## config.mk

```make
export PLATFORM = sky130hd
export DESIGN_NAME = hix_fifo
export DESIGN_NICKNAME = d
export VERILOG_FILES = /design/src/rtl/hix_pkg.sv /design/src/rtl/hix_fifo.sv
export SDC_FILE = /design/constraint.sdc
export NUM_CORES = 2
export LEC_CHECK = 0
export BUFFER_PORTS_ARGS = -buffer_cell sky130_fd_sc_hd__buf_2
export CAP_MARGIN = 20
export CELL_PAD_IN_SITES_DETAIL_PLACEMENT = 0
export CELL_PAD_IN_SITES_GLOBAL_PLACEMENT = 1
export CORE_ASPECT_RATIO = 1.25
export CORE_MARGIN = 2
export CORE_UTILIZATION = 58
export DETAILED_ROUTE_END_ITERATION = 16
export PLACE_DENSITY = 0.81
export RECOVER_POWER = 50
export SYNTH_ARGS = -nofsm -noshare
export SYNTH_HDL_FRONTEND = slang
export SYNTH_SLANG_ARGS = --single-unit
```

## constraint.sdc

```tcl
create_clock -name clk -period 50.9 [get_ports clk]
set_input_delay 5.09 -clock clk [delete_from_list [all_inputs] [get_ports clk]]
set_output_delay 5.09 -clock clk [all_outputs]
set_load 0.02 [all_outputs]
```

## src/rtl/hix_pkg.sv

```systemverilog
// shared types and constants for the hash index
// no dependencies
package hix_pkg;
	localparam int SLOT_COUNT = 1024;
	localparam logic [1:0] KIND_FIND   = 2'd0;
	localparam logic [1:0] KIND_INSERT = 2'd1;
	localparam logic [1:0] KIND_ERASE  = 2'd2;
	localparam logic [1:0] KIND_NONE   = 2'd3;
	localparam logic [1:0] MARK_EMPTY = 2'd0;
	localparam logic [1:0] MARK_FULL  = 2'd1;
	localparam logic [1:0] MARK_GRAVE = 2'd2;
	localparam logic [1:0] ST_DONE     = 2'd0;
	localparam logic [1:0] ST_NOT_FOUND = 2'd1;
	localparam logic [1:0] ST_FULL     = 2'd2;
	localparam logic [63:0] MIX_C1 = 64'hff51afd7ed558ccd;
	localparam logic [63:0] MIX_C2 = 64'hc4ceb9fe1a85ec53;
	localparam logic [31:0] NO_ID = 32'hffffffff;
	localparam int CNT_W = 11;
	typedef struct packed {
		logic [1:0]  kind;
		logic [63:0] k0;
		logic [63:0] k1;
		logic [63:0] k2;
		logic [63:0] k3;
		logic [31:0] id;
		logic [63:0] mix;
	} req_t;
endpackage

```

## src/rtl/hix_fifo.sv

```systemverilog
// short queue between the front end and the probe engine
// depends on hix_pkg
module hix_fifo #(
	parameter int DEPTH = 8
) (
	input  logic          clk,
	input  logic          arst_n,
	input  logic          push,
	input  hix_pkg::req_t push_data,
	input  logic          pop,
	output logic          not_empty,
	output hix_pkg::req_t head,
	output logic [$clog2(DEPTH):0] fill
);
	localparam int AW = $clog2(DEPTH);
	hix_pkg::req_t store_q [DEPTH];
	logic [AW-1:0] wr_q, rd_q;
	logic [AW:0] fill_q;

	always_ff @(posedge clk or negedge arst_n) begin
		if (!arst_n) begin
			wr_q <= '0;
			rd_q <= '0;
			fill_q <= '0;
		end else begin
			if (push)
				wr_q <= wr_q + 1'b1;
			if (pop)
				rd_q <= rd_q + 1'b1;
			fill_q <= fill_q + (AW+1)'(push) - (AW+1)'(pop);
		end
	end

	always_ff @(posedge clk) begin
		if (push)
			store_q[wr_q] <= push_data;
	end

	assign not_empty = (fill_q != '0);
	assign head = store_q[rd_q];
	assign fill = fill_q;
endmodule

```

---- Word level (Yosys, flattened, before mapping) ----
Memory sizes are Yosys's and may differ from the RTL's.
Index checks and enable logic that the tools add are counted.
cells by class
  $add $sub $neg .......................... 4
  multiplexer cells ....................... 2
  reduce and logical (&&, ||, !) cells .... 1
operators with widths
  cell                                         number
  adder 3 x 1 -> 3 bit, second input constant  2
  adder 4 x 1 -> 4 bit                         1
  nonzero test 4 bit                           1
  subtractor 4 x 1 -> 4 bit                    1
  two-way mux 1 bit                            2
word-level totals
  flip-flop bits (word level) ............. 10
  RAM bits ................................ 2,832
  input port bits ......................... 358
  output and inout port bits .............. 359
  logic and storage cells ................. 11
  memories ................................ 1
memories
  memory   depth  bits a word  rd ports  clocked after memory_dff  wr ports  RTL line        text
  store_q  8      354          1         0                         1         hix_fifo.sv:16  hix_pkg::req_t store_q [DEPTH];

---- Depth between registers and ports, before layout ----
  depth after elaboration ................. 2
  gate-level depth with buffers ........... 7
  mapped depth without buffers ............ 7

---- Least setup slack after synthesis ----
OpenSTA, ideal clock, no wires.
  path kind ............................... input port to flip-flop
  start ................................... input push
  end ..................................... memory store_q[0][0] (netlist bit), enable pin
  setup time .............................. 1.503 ns
  arrival ................................. 28.969 ns
  data required time ...................... 49.397 ns
  setup slack ............................. 20.428 ns
  cell stages on the path ................. 2
  path buffers ............................ 0
  path through ............................ nand2b_1 nor3_1
between the ends
  cells in the longest elaborated chain, start to end .. 2
RTL lines
  what                                     RTL line        text
  from (decl)                              hix_fifo.sv:8   input logic push,
  two-way mux 1 bit                        hix_fifo.sv:35  if (push)
  two-way mux 1 bit (implied by the code)  hix_fifo.sv:36  store_q[wr_q] <= push_data;
  to (decl)                                hix_fifo.sv:16
No other way between the ends.

==> results.md <==
- Status: finished with violations
- Violated checks: capacitance limit, slew limit
- Simple-gate share of the synthesized area: 0.000670
- Complex-gate fraction of the synthesized area: 0.000118
- Yosys reg bits: 2842
- Slew headroom: -1.72
- Final Skew: about 0.057 ns
- Final hold violations: 0
- Number of filler cells placed in the layout: about 11000
- Clock sinks: 2842
- Hold path depth: 1
- Starting Density: 0.584
- CP Capture Type: primary output
- Final min period: 11.32 ns
- Leakage Power: 38.3 nW
- Max clock buf depth: 4
- Setup ws final: 39.58 ns
- RSZ-0062 raised after global routing: no
- WL met1: 87300 um
- Die area: 0.187 mm2
- Die height: 483 um
- CTS clock-pin slew for the worst setup and hold paths: 0.07 ns
- Via count: 47341
- Nets: 5385
- First-pass GRT wire length: 329000 um
- Total CTS buffers: 280
- Met3 WL: 27800 um
- CTS resizes: 0
- Synth top area cells: edfxtp_1, mux4_2, mux2_2, clkbuf_1, buf_2
- Via density: 6.20
- Critical Path RT: 45.81 ns
- Num rows: roughly 180
- DIE WIDTH: 387 um
- Worst setup SP type: flip-flop
- Highest metal used: met5
- Worst Path Arrival: 6.23 ns
- Finished layout cell area: 0.121 mm2
- Area leader, netlist: edfxtp_1
- ANT nets after route: 0
- Primary FF master, synth: edfxtp_1
- Htree depth: 5
- Ys async rst share: 0.00352
- XOR/XNOR Fraction of Synth Area: 0.000494
- Power Total: 7.35 mW
- FMAX: 0.0884 GHz
- Largest net degree at the start of global routing: 167
- # hold bufs at CTS: 0
- Final HPWL DP: 123000 um
- Wire per inst: around 30 um
- WL final: 226000 um
- Vias in the first global route: 48776
- Synth warn: 0
- Root buffer cell: clkbuf_16
- EDFF count, synth: ~2800
- Setup violations, final: 0
- Seq/Total Area, Yosys: 0.801
- Detailed Route Iter0 Violations: 4364
- Share of cells above drive strength 1: 0.357
- Worst hold margin: 0.561 ns
- Worst skew pair latency: 0.91 ns
- Met2 routed WL: 106000 um
- Drc violations: 0
- Setup TNS Final: 0 ns
- VDD IR max: 58.5 uV
- Avg Cell Area, Syn: 25.7 um2
- Synthesized area: around 0.11 mm2
- Hold WC Path Type: flip-flop to flip-flop
- Synth unique cells: 21
- CTS tree: yes
- Slew Limit Fails: ~280
- Port buffer count: 716
- Post-Synth Adder-Cell Area: 0.00101
- Mapped Cells: roughly 4100
- Multiplexer share of the synthesized area: 0.187
- Post-CTS Setup Inserts: 0
- Syn Nets: 4510
- Crit Path Class: flip-flop to primary output
- Final GP Congestion: 0.757
- Ports: 717
- Core area: 0.182 mm2
- FF-to-FF path depth: 5
- Total track usage: 0.242
- Pre-CTS setup slack: 40.31 ns
- Main combinational cell family by area after synthesis: multiplexers
- GRT Residual Overflow: 0
- Final period util: 0.222
- Post-DP Area: approximately 0.11 mm2
- First-pass iteration count of the detailed router: 5
- CP max FO: 112
- Pwr/cell area: 60.7 mW/mm2
- Max cap viols: 8
- Actual slew at the worst max-slew pin: 4.08 ns
- Area share of the largest cell type after synthesis: 0.799
- Antenna violations before repair: 93
- Area grow syn2layout: 13.8%
[cell usage after synthesis (2+ instances only)]
master and count:
dfrtp_1 10, clkbuf_1 100, nand2b_1 3, edfxtp_1 2832, buf_6 12, buf_2 73
xor2_1 3, mux2_2 356, buf_4 2, nor2_1 6, inv_1 8, xnor2_1 3
nor3_1 2, ha_1 7, nand2_1 4, mux4_2 708, buf_1 11
[registers in the layout (all words and copies together), names as in the netlist]
signal   count
fill         4
store_q   2832
rd_q         3
wr_q         3
[through the flow]
step / std cells / util
6_report: 7639 / 0.665
5_1_grt: 7605 / 0.664
4_1_cts: 7593 / 0.667
3_5_place_dp: 7124 / 0.620
3_3_place_gp: 7124 / 0.620
2_1_floorplan: 4144 / -
[path summary, 6_finish.rpt]
kind                                startpoint                         to  slack, ns
min                        wr_q[1]$_DFFE_PN0P_        wr_q[1]$_DFFE_PN0P_       0.56
min in group asynchronous               arst_n          fill[1]$_DFF_PN0_       4.18
max in group asynchronous               arst_n        rd_q[1]$_DFFE_PN0P_      46.21
min reg2reg                wr_q[1]$_DFFE_PN0P_        wr_q[1]$_DFFE_PN0P_       0.56
max                        rd_q[0]$_DFFE_PN0P_                  head[133]      39.58
max reg2reg                wr_q[0]$_DFFE_PN0P_  store_q[6][160]$_DFFE_PP_      44.73
[cell type report]
cell class,instances,area [um2],share of cell area
flip-flops and latches,2842,85300,0.704
well taps,2389,2990,0.0247
clock buffers,335,7430,0.0614
diodes,44,110,0.000909
multi-input cells,1096,20200,0.167
inverters,8,30.0,0.000248
clock inverters,134,1170,0.00970
repair buffers,791,3880,0.0320
[logic make-up (layout without fill, tap and decap cells)]
group | after synthesis | count (layout)
other | 0 | 44
flip-flops | 2842 | 2842
AND/OR/NAND/NOR | 16 | 16
buffers and inverters | 206 | 1268
multiplexers | 1064 | 1064
AO/OA/AOI/OAI | 2 | 2
adder cells (fa/ha/maj) | 8 | 8
XOR/XNOR | 6 | 6
[where the power goes]
group	internal, mW	leakage [nW]	switching [mW]
registers	2.94	25.8	0.0902
clock network	1.14	4.20	0.814
logic	0.986	8.31	1.38
total	5.07	38.3	2.29
[placed cells by master, fill, tap and decap left out, types with 2 or more instances in the layout]
master	n
buf_12	14
buf_2	359
buf_4	55
bufinv_16	21
clkbuf_1	403
clkbuf_16	287
clkbuf_8	7
clkinv_1	68
clkinv_2	30
clkinv_8	2
clkinvlp_4	6
dfrtp_1	7
dfrtp_4	3
diode_2	44
edfxtp_1	2832
ha_1	7
inv_1	8
inv_6	7
mux2_2	356
mux4_2	708
nand2_1	4
nand2b_1	3
nor2_1	4
nor2_4	2
xnor2_1	3
xor2_1	3
[worst max-delay path: stages (launching register included)]
cell and delay, ns:
dfrtp_4 0.88, buf_4 0.86, buf_12 0.71, buf_12 0.59, buf_12 0.64, mux4_2 0.63
mux2_2 0.35, buf_2 0.18
[layer usage]
metal	vias up	GRT usage
met5	-	0
met4	116	0.0568
met3	400	0.104
met2	2006	0.364
met1	25109	0.332
li1	19710	-
Note: power is estimated with default switching activity, not from simulation.
